`src/rtl/wsfb_pkg.sv`:
```
// Shared types and constants of the WebSocket frame builder.
package wsfb_pkg;

    // Input and output field widths.
    localparam int OPCODE_W   = 4;
    localparam int LEN_W      = 63;
    localparam int KEY_W      = 32;
    localparam int BYTE_W     = 8;

    // Input tdata layout, lowest bit first.
    localparam int S_OPCODE_LSB  = 0;
    localparam int S_MASK_LSB    = S_OPCODE_LSB + OPCODE_W;
    localparam int S_LEN_LSB     = S_MASK_LSB + 1;
    localparam int S_KEY_LSB     = S_LEN_LSB + LEN_W;
    localparam int S_PAYLOAD_LSB = S_KEY_LSB + KEY_W;
    localparam int S_FIELDS_W    = S_PAYLOAD_LSB + BYTE_W;
    localparam int S_TDATA_W     = ((S_FIELDS_W + 7) / 8) * 8;

    // Command codes carried on s_tuser.
    localparam logic CMD_START = 1'b0;
    localparam logic CMD_DATA  = 1'b1;

    // Header constants.
    localparam logic [BYTE_W-1:0] FIN_BIT     = 8'h80;
    localparam logic [BYTE_W-1:0] MASK_BIT    = 8'h80;
    localparam logic [6:0]        LEN_CODE_16 = 7'd126;
    localparam logic [6:0]        LEN_CODE_64 = 7'd127;
    localparam logic [15:0]       LEN_MAX_16  = 16'hFFFF;

    // Length encoding of a header.
    localparam logic [1:0] LEN_SHORT = 2'd0;
    localparam logic [1:0] LEN_MED   = 2'd1;
    localparam logic [1:0] LEN_LONG  = 2'd2;

    // Queue between front and back.
    localparam int QUEUE_DEPTH = 4;
    localparam int QUEUE_PTR_W = $clog2(QUEUE_DEPTH);
    localparam int QUEUE_CNT_W = QUEUE_PTR_W + 1;

    // One classified item, ready for the back end.
    typedef struct packed {
        logic                is_header;
        logic [BYTE_W-1:0]   first_byte;
        logic [BYTE_W-1:0]   second_byte;
        logic [1:0]          len_mode;
        logic [LEN_W-1:0]    len;
        logic [KEY_W-1:0]    key;
        logic                masked;
        logic                len_zero;
        logic [BYTE_W-1:0]   data_byte;
        logic                frame_end;
        logic                error;
    } job_t;

endpackage

```
`src/rtl/wsfb_front.sv`:
```
// Front end: accepts items, tracks frame state and classifies each item into a job.
module wsfb_front (
    input  logic                    aclk,
    input  logic                    aresetn,
    input  logic                    in_valid,
    input  logic                    in_cmd,
    input  logic [wsfb_pkg::S_TDATA_W-1:0] in_data,
    input  logic                    queue_full,
    output logic                    in_ready,
    output logic                    push,
    output wsfb_pkg::job_t          push_job
);

    logic [wsfb_pkg::LEN_W-1:0]    bytes_left_reg, bytes_left_next;
    logic [wsfb_pkg::KEY_W-1:0]    key_store_reg, key_store_next;
    logic [1:0]                    key_pos_reg, key_pos_next;

    logic [wsfb_pkg::OPCODE_W-1:0] opcode;
    logic                          masked;
    logic [wsfb_pkg::LEN_W-1:0]    len;
    logic [wsfb_pkg::KEY_W-1:0]    key;
    logic [wsfb_pkg::BYTE_W-1:0]   payload;
    logic                          len_short;
    logic                          len_med;
    logic [6:0]                    len_code;
    logic [wsfb_pkg::BYTE_W-1:0]   key_byte;

    assign opcode  = in_data[wsfb_pkg::S_OPCODE_LSB +: wsfb_pkg::OPCODE_W];
    assign masked  = in_data[wsfb_pkg::S_MASK_LSB];
    assign len     = in_data[wsfb_pkg::S_LEN_LSB +: wsfb_pkg::LEN_W];
    assign key     = in_data[wsfb_pkg::S_KEY_LSB +: wsfb_pkg::KEY_W];
    assign payload = in_data[wsfb_pkg::S_PAYLOAD_LSB +: wsfb_pkg::BYTE_W];

    assign in_ready = !queue_full;
    assign push     = in_valid && !queue_full;

    assign len_short = (len < wsfb_pkg::LEN_W'(126));
    assign len_med   = (len[wsfb_pkg::LEN_W-1:16] == '0);

    always_comb begin
        if (len_short) begin
            len_code = len[6:0];
        end else if (len_med) begin
            len_code = wsfb_pkg::LEN_CODE_16;
        end else begin
            len_code = wsfb_pkg::LEN_CODE_64;
        end
    end

    // Key byte for the current payload position; bits 31:24 go first.
    always_comb begin
        case (key_pos_reg)
            2'd0:    key_byte = key_store_reg[31:24];
            2'd1:    key_byte = key_store_reg[23:16];
            2'd2:    key_byte = key_store_reg[15:8];
            default: key_byte = key_store_reg[7:0];
        endcase
    end

    always_comb begin
        push_job        = '0;
        bytes_left_next = bytes_left_reg;
        key_store_next  = key_store_reg;
        key_pos_next    = key_pos_reg;

        if (in_cmd == wsfb_pkg::CMD_START) begin
            push_job.is_header   = 1'b1;
            push_job.first_byte  = wsfb_pkg::FIN_BIT | {4'd0, opcode};
            push_job.second_byte = (masked ? wsfb_pkg::MASK_BIT : 8'h00) | {1'b0, len_code};
            if (len_short) begin
                push_job.len_mode = wsfb_pkg::LEN_SHORT;
            end else if (len_med) begin
                push_job.len_mode = wsfb_pkg::LEN_MED;
            end else begin
                push_job.len_mode = wsfb_pkg::LEN_LONG;
            end
            push_job.len      = len;
            push_job.key      = key;
            push_job.masked   = masked;
            push_job.len_zero = (len == '0);

            // A start replaces whatever frame was open.
            bytes_left_next = len;
            key_store_next  = masked ? key : '0;
            key_pos_next    = 2'd0;
        end else if (bytes_left_reg == '0) begin
            // Payload byte with no open frame: one error result, state kept.
            push_job.error = 1'b1;
        end else begin
            // Key store is zero for unmasked frames, so the XOR is a no-op there.
            push_job.data_byte = payload ^ key_byte;
            push_job.frame_end = (bytes_left_reg == wsfb_pkg::LEN_W'(1));
            bytes_left_next    = bytes_left_reg - wsfb_pkg::LEN_W'(1);
            key_pos_next       = key_pos_reg + 2'd1;
        end
    end

    always_ff @(posedge aclk) begin
        if (!aresetn) begin
            bytes_left_reg <= '0;
            key_store_reg  <= '0;
            key_pos_reg    <= 2'd0;
        end else if (push) begin
            bytes_left_reg <= bytes_left_next;
            key_store_reg  <= key_store_next;
            key_pos_reg    <= key_pos_next;
        end
    end

endmodule

```
`src/rtl/wsfb_fifo.sv`:
```
// Short job queue that decouples the front end from the byte sequencer.
module wsfb_fifo (
    input  logic           aclk,
    input  logic           aresetn,
    input  logic           push,
    input  wsfb_pkg::job_t push_job,
    input  logic           pop,
    output logic           full,
    output logic           empty,
    output wsfb_pkg::job_t head_job
);

    wsfb_pkg::job_t                    store [wsfb_pkg::QUEUE_DEPTH];
    logic [wsfb_pkg::QUEUE_PTR_W-1:0]  wr_ptr_reg;
    logic [wsfb_pkg::QUEUE_PTR_W-1:0]  rd_ptr_reg;
    logic [wsfb_pkg::QUEUE_CNT_W-1:0]  count_reg, count_next;

    assign full     = (count_reg == wsfb_pkg::QUEUE_CNT_W'(wsfb_pkg::QUEUE_DEPTH));
    assign empty    = (count_reg == '0);
    assign head_job = store[rd_ptr_reg];

    always_comb begin
        count_next = count_reg;
        if (push && !pop) begin
            count_next = count_reg + wsfb_pkg::QUEUE_CNT_W'(1);
        end else if (pop && !push) begin
            count_next = count_reg - wsfb_pkg::QUEUE_CNT_W'(1);
        end
    end

    always_ff @(posedge aclk) begin
        if (push) begin
            store[wr_ptr_reg] <= push_job;
        end
    end

    always_ff @(posedge aclk) begin
        if (!aresetn) begin
            wr_ptr_reg <= '0;
            rd_ptr_reg <= '0;
            count_reg  <= '0;
        end else begin
            if (push) begin
                wr_ptr_reg <= wr_ptr_reg + wsfb_pkg::QUEUE_PTR_W'(1);
            end
            if (pop) begin
                rd_ptr_reg <= rd_ptr_reg + wsfb_pkg::QUEUE_PTR_W'(1);
            end
            count_reg <= count_next;
        end
    end

endmodule

```
`src/rtl/wsfb_back.sv`:
```
// Back end: expands header jobs into bytes and drives the registered output stage.
module wsfb_back (
    input  logic                         aclk,
    input  logic                         aresetn,
    input  logic                         queue_empty,
    input  wsfb_pkg::job_t               head_job,
    output logic                         pop,
    output logic                         out_valid,
    input  logic                         out_ready,
    output logic [wsfb_pkg::BYTE_W-1:0]  out_byte,
    output logic                         out_last,
    output logic                         out_frame_end,
    output logic                         out_error
);

    localparam logic [1:0] PH_SECOND = 2'd0;
    localparam logic [1:0] PH_LEN    = 2'd1;
    localparam logic [1:0] PH_KEY    = 2'd2;

    logic                         busy_reg, busy_next;
    logic [1:0]                   phase_reg, phase_next;
    logic [2:0]                   cnt_reg, cnt_next;
    logic [63:0]                  len_sr_reg, len_sr_next;
    logic [wsfb_pkg::KEY_W-1:0]   key_sr_reg, key_sr_next;
    logic [wsfb_pkg::BYTE_W-1:0]  second_reg, second_next;
    logic [1:0]                   len_mode_reg, len_mode_next;
    logic                         masked_reg, masked_next;
    logic                         len_zero_reg, len_zero_next;

    logic                         out_valid_reg;
    logic [wsfb_pkg::BYTE_W-1:0]  out_byte_reg;
    logic                         out_last_reg;
    logic                         out_fend_reg;
    logic                         out_err_reg;

    logic                         advance;
    logic                         emit_valid;
    logic [wsfb_pkg::BYTE_W-1:0]  emit_byte;
    logic                         emit_last;
    logic                         emit_fend;
    logic                         emit_err;

    assign advance = !out_valid_reg || out_ready;
    assign pop     = advance && !busy_reg && !queue_empty;

    always_comb begin
        busy_next     = busy_reg;
        phase_next    = phase_reg;
        cnt_next      = cnt_reg;
        len_sr_next   = len_sr_reg;
        key_sr_next   = key_sr_reg;
        second_next   = second_reg;
        len_mode_next = len_mode_reg;
        masked_next   = masked_reg;
        len_zero_next = len_zero_reg;
        emit_valid    = 1'b0;
        emit_byte     = '0;
        emit_last     = 1'b0;
        emit_fend     = 1'b0;
        emit_err      = 1'b0;

        if (busy_reg) begin
            emit_valid = 1'b1;
            unique case (phase_reg)
                PH_SECOND: begin
                    emit_byte = second_reg;
                    if (len_mode_reg == wsfb_pkg::LEN_SHORT) begin
                        if (masked_reg) begin
                            phase_next = PH_KEY;
                            cnt_next   = 3'd3;
                        end else begin
                            emit_last = 1'b1;
                            busy_next = 1'b0;
                        end
                    end else begin
                        phase_next = PH_LEN;
                        cnt_next   = (len_mode_reg == wsfb_pkg::LEN_MED) ? 3'd1 : 3'd7;
                    end
                end
                PH_LEN: begin
                    emit_byte   = len_sr_reg[63:56];
                    len_sr_next = {len_sr_reg[55:0], 8'h00};
                    if (cnt_reg == 3'd0) begin
                        if (masked_reg) begin
                            phase_next = PH_KEY;
                            cnt_next   = 3'd3;
                        end else begin
                            emit_last = 1'b1;
                            busy_next = 1'b0;
                        end
                    end else begin
                        cnt_next = cnt_reg - 3'd1;
                    end
                end
                PH_KEY: begin
                    emit_byte   = key_sr_reg[31:24];
                    key_sr_next = {key_sr_reg[23:0], 8'h00};
                    if (cnt_reg == 3'd0) begin
                        emit_last = 1'b1;
                        busy_next = 1'b0;
                    end else begin
                        cnt_next = cnt_reg - 3'd1;
                    end
                end
                default: begin
                    busy_next = 1'b0;
                end
            endcase
            emit_fend = emit_last && len_zero_reg;
        end else if (!queue_empty) begin
            emit_valid = 1'b1;
            if (head_job.is_header) begin
                // First header byte goes out as the job is taken.
                emit_byte     = head_job.first_byte;
                busy_next     = 1'b1;
                phase_next    = PH_SECOND;
                cnt_next      = 3'd0;
                second_next   = head_job.second_byte;
                len_mode_next = head_job.len_mode;
                masked_next   = head_job.masked;
                len_zero_next = head_job.len_zero;
                key_sr_next   = head_job.key;
                if (head_job.len_mode == wsfb_pkg::LEN_MED) begin
                    len_sr_next = {head_job.len[15:0], 48'd0};
                end else begin
                    len_sr_next = {1'b0, head_job.len};
                end
            end else begin
                emit_byte = head_job.data_byte;
                emit_last = 1'b1;
                emit_fend = head_job.frame_end;
                emit_err  = head_job.error;
            end
        end
    end

    always_ff @(posedge aclk) begin
        if (!aresetn) begin
            busy_reg      <= 1'b0;
            out_valid_reg <= 1'b0;
        end else if (advance) begin
            busy_reg      <= busy_next;
            out_valid_reg <= emit_valid;
        end
    end

    always_ff @(posedge aclk) begin
        if (advance) begin
            phase_reg    <= phase_next;
            cnt_reg      <= cnt_next;
            len_sr_reg   <= len_sr_next;
            key_sr_reg   <= key_sr_next;
            second_reg   <= second_next;
            len_mode_reg <= len_mode_next;
            masked_reg   <= masked_next;
            len_zero_reg <= len_zero_next;
            out_byte_reg <= emit_byte;
            out_last_reg <= emit_last;
            out_fend_reg <= emit_fend;
            out_err_reg  <= emit_err;
        end
    end

    assign out_valid     = out_valid_reg;
    assign out_byte      = out_byte_reg;
    assign out_last      = out_last_reg;
    assign out_frame_end = out_fend_reg;
    assign out_error     = out_err_reg;

endmodule

```
`src/rtl/websocket_frame_builder.sv`:
```
// Top level of the WebSocket frame builder: front end, job queue and byte sequencer.
//
// This block turns start and payload transactions into a WebSocket (RFC 6455) byte
// stream, one byte per output transaction. A start transaction (s_tuser = 0) emits
// the header: FIN plus opcode, the mask bit with the 7-bit length code, then a
// 16-bit or 64-bit big-endian extended length where needed, then the four key bytes
// (bits 31:24 first) when masking is on; that is 2 to 14 output bytes. Each payload
// transaction (s_tuser = 1) emits one byte, XORed with the rolling key byte when the
// frame is masked, with m_tuser[0] set on the last byte of the frame. A payload byte
// with no frame open yields one byte of zero with m_tuser[1] set. A new start
// abandons any open frame. m_tlast marks the last output byte of each input
// transaction. Payload streams at one byte per clock while m_tready is high and no
// header is being sequenced; a start transaction holds the byte sequencer while its
// header bytes go out in turn. The front end keeps accepting input while a header
// is being sequenced until the four-entry job queue is full, and input keeps flowing
// into that queue while a result waits on m_tready in the registered output stage.
module websocket_frame_builder (
    input  logic                              aclk,
    input  logic                              aresetn,
    // Input stream.
    input  logic                              s_tvalid,
    output logic                              s_tready,
    // s_tdata, lowest bit up: opcode[3:0], mask_enable[4], payload_length[67:5],
    // mask_key[99:68], payload_byte[107:100], zero fill[111:108].
    input  logic [wsfb_pkg::S_TDATA_W-1:0]    s_tdata,
    // s_tuser: command (0 = start frame, 1 = payload byte).
    input  logic                              s_tuser,
    // Output stream.
    output logic                              m_tvalid,
    input  logic                              m_tready,
    // m_tdata: out_byte[7:0].
    output logic [wsfb_pkg::BYTE_W-1:0]       m_tdata,
    output logic                              m_tlast,
    // m_tuser, lowest bit up: frame_end[0], error[1].
    output logic [1:0]                        m_tuser
);

    logic           push;
    wsfb_pkg::job_t push_job;
    logic           pop;
    logic           queue_full;
    logic           queue_empty;
    wsfb_pkg::job_t head_job;
    logic           out_frame_end;
    logic           out_error;

    // The front end owns the frame state, so every transaction is fully resolved
    // (payload masked, frame end and error decided) before it enters the queue.
    wsfb_front u_front (
        .aclk       (aclk),
        .aresetn    (aresetn),
        .in_valid   (s_tvalid),
        .in_cmd     (s_tuser),
        .in_data    (s_tdata),
        .queue_full (queue_full),
        .in_ready   (s_tready),
        .push       (push),
        .push_job   (push_job)
    );

    wsfb_fifo u_fifo (
        .aclk     (aclk),
        .aresetn  (aresetn),
        .push     (push),
        .push_job (push_job),
        .pop      (pop),
        .full     (queue_full),
        .empty    (queue_empty),
        .head_job (head_job)
    );

    // The back end walks header jobs byte by byte and passes payload jobs through.
    wsfb_back u_back (
        .aclk          (aclk),
        .aresetn       (aresetn),
        .queue_empty   (queue_empty),
        .head_job      (head_job),
        .pop           (pop),
        .out_valid     (m_tvalid),
        .out_ready     (m_tready),
        .out_byte      (m_tdata),
        .out_last      (m_tlast),
        .out_frame_end (out_frame_end),
        .out_error     (out_error)
    );

    assign m_tuser = {out_error, out_frame_end};

endmodule
```
`config.mk`:
```
export PLATFORM = sky130hd
export DESIGN_NAME = websocket_frame_builder
export DESIGN_NICKNAME = d
export VERILOG_FILES = /design/src/rtl/wsfb_pkg.sv /design/src/rtl/wsfb_front.sv /design/src/rtl/wsfb_fifo.sv /design/src/rtl/wsfb_back.sv /design/src/rtl/websocket_frame_builder.sv
export SDC_FILE = /design/constraint.sdc
export NUM_CORES = 1
export LEC_CHECK = 0
export ABC_AREA = 1
export BUFFER_PORTS_ARGS = -buffer_cell sky130_fd_sc_hd__buf_4
export CAP_MARGIN = 10
export CELL_PAD_IN_SITES_DETAIL_PLACEMENT = 1
export CELL_PAD_IN_SITES_GLOBAL_PLACEMENT = 1
export CORE_MARGIN = 10
export CORE_UTILIZATION = 49
export CTS_CLUSTER_SIZE = 20
export DETAILED_ROUTE_END_ITERATION = 10
export PLACE_DENSITY = 0.77
export SLEW_MARGIN = 20
export SYNTH_ARGS = -nofsm -noshare
export SYNTH_HDL_FRONTEND = slang
export SYNTH_SLANG_ARGS = --single-unit
export TNS_END_PERCENT = 50
```
`constraint.sdc`:
```
create_clock -name aclk -period 9.98 [get_ports aclk]
set_clock_uncertainty 0.2 [all_clocks]
set_input_delay 1.996 -clock aclk [delete_from_list [all_inputs] [get_ports aclk]]
set_output_delay 1.996 -clock aclk [all_outputs]
set_load 0.01 [all_outputs]
```
After elaboration in Yosys (flattened, before gate mapping)
Memories as Yosys holds them, arrays and structs flattened. A register that Yosys moved wholly into a read port is not among the register bits.
Cells that the tools add are included.
Widths: inputs -> output; s select.
{"block": "word_totals", "regBits": 230, "latchBits": 0, "mem_bits_rw": 504, "mem_bits_ro": 0, "inputBits": 117, "elab_cells": 153, "mem_count": 1}
{"name": "u_fifo.store", "words": 4, "word_bits": 126, "rd": 1, "rd_ports_with_merged_regs": 1, "wr": 1, "line": "wsfb_fifo.sv:13", "rtl": "wsfb_pkg::job_t store [wsfb_pkg::QUEUE_DEPTH];"}
{"block": "classes", "addsub": 7, "multipliers": 0, "div_mod_pow": 0, "magnitude_cmp": 1, "eq_ne": 16, "shift": 0, "muxes": 72, "bitwise_logic": 5, "n_reduce_logical": 31}
{"operator": "$mux 64", "count": 5}
{"operator": "$mux 32", "count": 5}
{"operator": "$logic_not 63->1", "count": 2}
{"operator": "$mux 63", "count": 2}
{"operator": "$mux 116", "count": 1}
{"operator": "$eq 63x1->1 const B", "count": 1}
{"operator": "$lt 63x7->1 const B", "count": 1}
{"operator": "$sub 63x1->63 const B", "count": 1}
{"operator": "$pmux 8 s3", "count": 2}
{"operator": "$logic_not 47->1", "count": 1}
{"operator": "$mux 8", "count": 4}
{"operator": "$mux 3", "count": 10}
{"operator": "$mux 1", "count": 24}
{"operator": "$mux 2", "count": 12}
{"operator": "$reduce_and 4->1", "count": 3}
{"operator": "$mux 10", "count": 1}
{"operator": "$reduce_and 5->1", "count": 2}
{"operator": "$mux 9", "count": 1}
{"operator": "$ne 3x3->1 const B", "count": 3}
{"operator": "$pmux 3 s3", "count": 1}
{"operator": "$eq 2x1->1 const B", "count": 4}
{"operator": "$ne 2x2->1 const B", "count": 4}
{"operator": "$or 8x7->8", "count": 1}
{"operator": "$xor 8x8->8", "count": 1}
{"operator": "18 further kinds", "count": 40}

Longest topological paths before layout
{"block": "depth", "word_depth": 7, "depth_mapped": 13}

By module
Synthesis repeated with hierarchy kept, for this count alone.
{"block": "unflattened", "hier_cells": 3402, "hier_area_um2": 32987.9}
{"module": "wsfb_fifo", "n_inst": 1, "cells_each": 1276, "area_each_um2": 19105.8, "seq_area_each_um2": 15314.7}
{"module": "wsfb_front", "n_inst": 1, "cells_each": 1519, "area_each_um2": 8034.0, "seq_area_each_um2": 1941.9}
{"module": "wsfb_back", "n_inst": 1, "cells_each": 605, "area_each_um2": 5833.1, "seq_area_each_um2": 3763.6}
{"module": "websocket_frame_builder", "n_inst": 1, "cells_each": 2, "area_each_um2": 15.0, "seq_area_each_um2": 0.0}

Worst setup path after synthesis
OpenSTA, ideal clock, no wires.
{"block": "synth_timing", "path_type": "input -> register", "start": "in s_tvalid", "end": "mem u_fifo.store[0][0] in the netlist's numbering, enable pin", "setup_time_ps": 603, "arrival_time_ps": 7373, "required_ps": 9177, "slack_ps": 1804, "path_stages": 3, "path_buffers": 1, "cell_sequence": "nand2_1 > clkbuf_1 > nor2_1"}
{"block": "synth_via", "elab_chain_len": 3}
{"item": "from (decl)", "line": "websocket_frame_builder.sv:21", "rtl": "input logic s_tvalid,"}
{"item": "$logic_and 1x1->1", "line": "wsfb_front.sv:35", "rtl": "assign push = in_valid && !queue_full;"}
{"item": "$mux 1", "line": "wsfb_fifo.sv:32", "rtl": "if (push) begin"}
{"item": "$mux 1 (not written as such)", "line": "wsfb_fifo.sv:33", "rtl": "store[wr_ptr_reg] <= push_job;"}
{"item": "to (decl)", "line": "wsfb_fifo.sv:13"}
Every way passes these cells.

==> results.md <==
* Post-Place Cells at 4084
* Vias after detailed routing at 24860
* CORE AREA at 64350 µm²
* Post-synth top flop: edfxtp_1
* Post-Layout Inst Area at 36020 µm²
* Worst Path Max Fanout at 87
* Uppermost layer routed: met5
* Fin Setup TNS at 0 ps
* GRT Resource Usage Total at 27.40%
* Synth area leader: edfxtp_1
* Final period util at 44.88%
* Status: finished clean
* Warnings, synthesis at 0
* Synth Area per Inst at 9.811 µm²
* Clock transition at path regs at 60 ps
* Vias in the first global route at 25970
* DP Area at 33370 µm²
* Synthesized area at 31820 µm²
* Crit path time final at 4479 ps
* Setup violators final at 0
* Clk sinks at 715
* Syn-to-layout area delta at 13.23%
* Initial core utilization at 49.44%
* Worst-Skew Late Latency at 630 ps
* Die height at 274.8 µm
* Slew HR at 27.24%
* Total gr overflow at 0
* Worst Path Required at 10020 ps
* DIE AREA at 75520 µm²
* Fmax at 0.2233 GHz
* Largest register FFs at 484
* Share of the synthesized area in the top cell type at 57.29%
* Worst VDD drop at 0.0002018 V
* Crit path launch type: register
* Seq/Total Area, Yosys at 64.09%
* Setup bufs post-CTS at 0
* Hold WC Path Type: register to register
* Syn Inst Count at 3243
* Nets@finish at 3442
* Post-synth EDFFs at 607
* Root Buffer: clkbuf_16
* Post-CTS resize count at 0
* TritonCTS clock tree: yes
* Clk buf depth at 3
* Area contributors post-synth: edfxtp_1, nor2_1, dfxtp_1, nand2_1, o21ai_0
* H-Tree Depth at 3
* Critical path arrival at 4520 ps
* First-pass GRT wire length at 156900 µm
* TritonRoute pass-1 iters at 6
* PortBufs at 125
* Max-cap violation count at 0
* Syn Nets at 3378
* Vias/cell at 5.885
* Routed wire length at 105400 µm
* #FFs+latches synth at 715
* Gp weighted congestion at 0.9223
* Antenna-violating nets left at 0
* Met2 WL at 49650 µm
* RSZ-0062 raised after global routing: no
* Routed length on met3 at 8356 µm
* Final-report hold violation count at 0
* Share of cells above drive strength 1 at 8.875%
* Initial antenna violation count at 4
* Commonest cells post-synth: nor2_1, edfxtp_1, nand2_1
* P per Cell Area at 293.1 nW/µm²
* Post-synth ARST share at 0%
* Rows at 93
* Largest net degree at the start of global routing at 128
* Post-Layout Cell Count at 4225
* Pins Over Slew Limit at 0
* Die W at 274.8 µm
* Library cells used by synthesis at 47
* Hold Buf Count CTS at 0
* Num ports at 130
* Tightest hold margin at 269.3 ps
* Iteration-0 DRC count of the detailed router at 2428
* Wire length per cell at 24.95 µm
* Most frequent cell after synthesis: nor2_1
* TritonCTS buffer count at 76
* Leakage power at 13.77 nW
* DRC viols at 0
* WL met1 at 44650 µm
* Dpl hpwl at 68970 µm
* CP Capture Type: register
* Kind of critical path: register to register
* Worst-Margin Slew at 1091 ps
==> per-layer routing <==
| metal | vias to the layer above | GRT usage [%] |
|---|---|---|
| met4 | 4 | 8.542 |
| li1 | 11130 | - |
| met5 | - | 0 |
| met1 | 12560 | 37.74 |
| met2 | 998 | 43.90 |
| met3 | 174 | 4.706 |
==> worst max-delay path, stage by stage, from the launching register on <==
cell and delay (ps):
dfxtp_4 850, buf_4 850, nand2_1 100, a21boi_0 180, o21ai_2 430, inv_2 210, nor2_1 210, o211ai_1 130
inv_2 80, buf_4 740
==> layout by cell type (no fill, tap or decap), drive strengths merged, types with 2 or more instances in the layout <==
master and count:
nor2 738, edfxtp 607, nand2 531, o21ai 316, inv 289, buf 152, nand3 108, dfxtp 108
a21oi 105, clkbuf 96, o22ai 85, a22o 36, clkinv 27, a31oi 24, xor2 22, ha 17
a32o 16, nor3 14, nand4 14, nand3b 14, bufinv 14, nor4 12, o221ai 8, a211oi 3
and2 2, a221oi 2, clkinvlp 2
==> where the power goes <==
| part | switching [W] | internal [W] |
|---|---|---|
| clock network | 0.00121 | 0.00180 |
| registers | 0.000317 | 0.00405 |
| logic | 0.00230 | 0.000873 |
==> logic make-up (layout without fill, tap and decap cells) <==
group | count (synthesis) | count (layout) | synth area share, %
flops | 715 | 715 | 64.09
xor+xnor | 23 | 23 | 0.6332
other cells | 0 | 1 | 0
compound gates | 599 | 599 | 10.73
buf+inv | 454 | 580 | 5.734
fa+ha+maj | 18 | 18 | 0.7315
simple gates | 1434 | 1434 | 18.09
==> metrics by stage <==
step | utilization (%) | setup slack [ps] | power (W)
2_1_floorplan | - | 1804 | 0.006377
3_3_place_gp | 51.85 | 5099 | 0.007301
3_5_place_dp | 51.85 | 5023 | 0.007525
4_1_cts | 55.97 | 5481 | 0.01058
5_1_grt | 55.98 | 5163 | 0.01107
6_report | 55.98 | 5501 | 0.01056
==> layout make-up <==
type / count / area [µm²]
fillers: 7049 / 28320
flip-flops and latches: 715 / 20400
multi-input cells: 2074 / 9646
clock buffers: 96 / 2008
repair buffers: 152 / 1166
inverters: 288 / 1089
well taps: 855 / 1070
clock inverters: 44 / 641.9
diodes: 1 / 2.502
==> worst paths after layout <==
path	cells after the start	endpoint	startpoint	slack [ps]
hold reg to reg	2	u_front.key_store_reg[3]$_SDFFE_PN0P_	u_front.key_store_reg[3]$_SDFFE_PN0P_	270
hold / removal	2	u_front.key_store_reg[3]$_SDFFE_PN0P_	u_front.key_store_reg[3]$_SDFFE_PN0P_	270
setup / recovery	9	u_back.len_sr_reg[23]$_DFFE_PP_	register	5500
setup reg to reg	9	u_back.len_sr_reg[23]$_DFFE_PP_	register	5500
(Power assumes the default switching activity.)
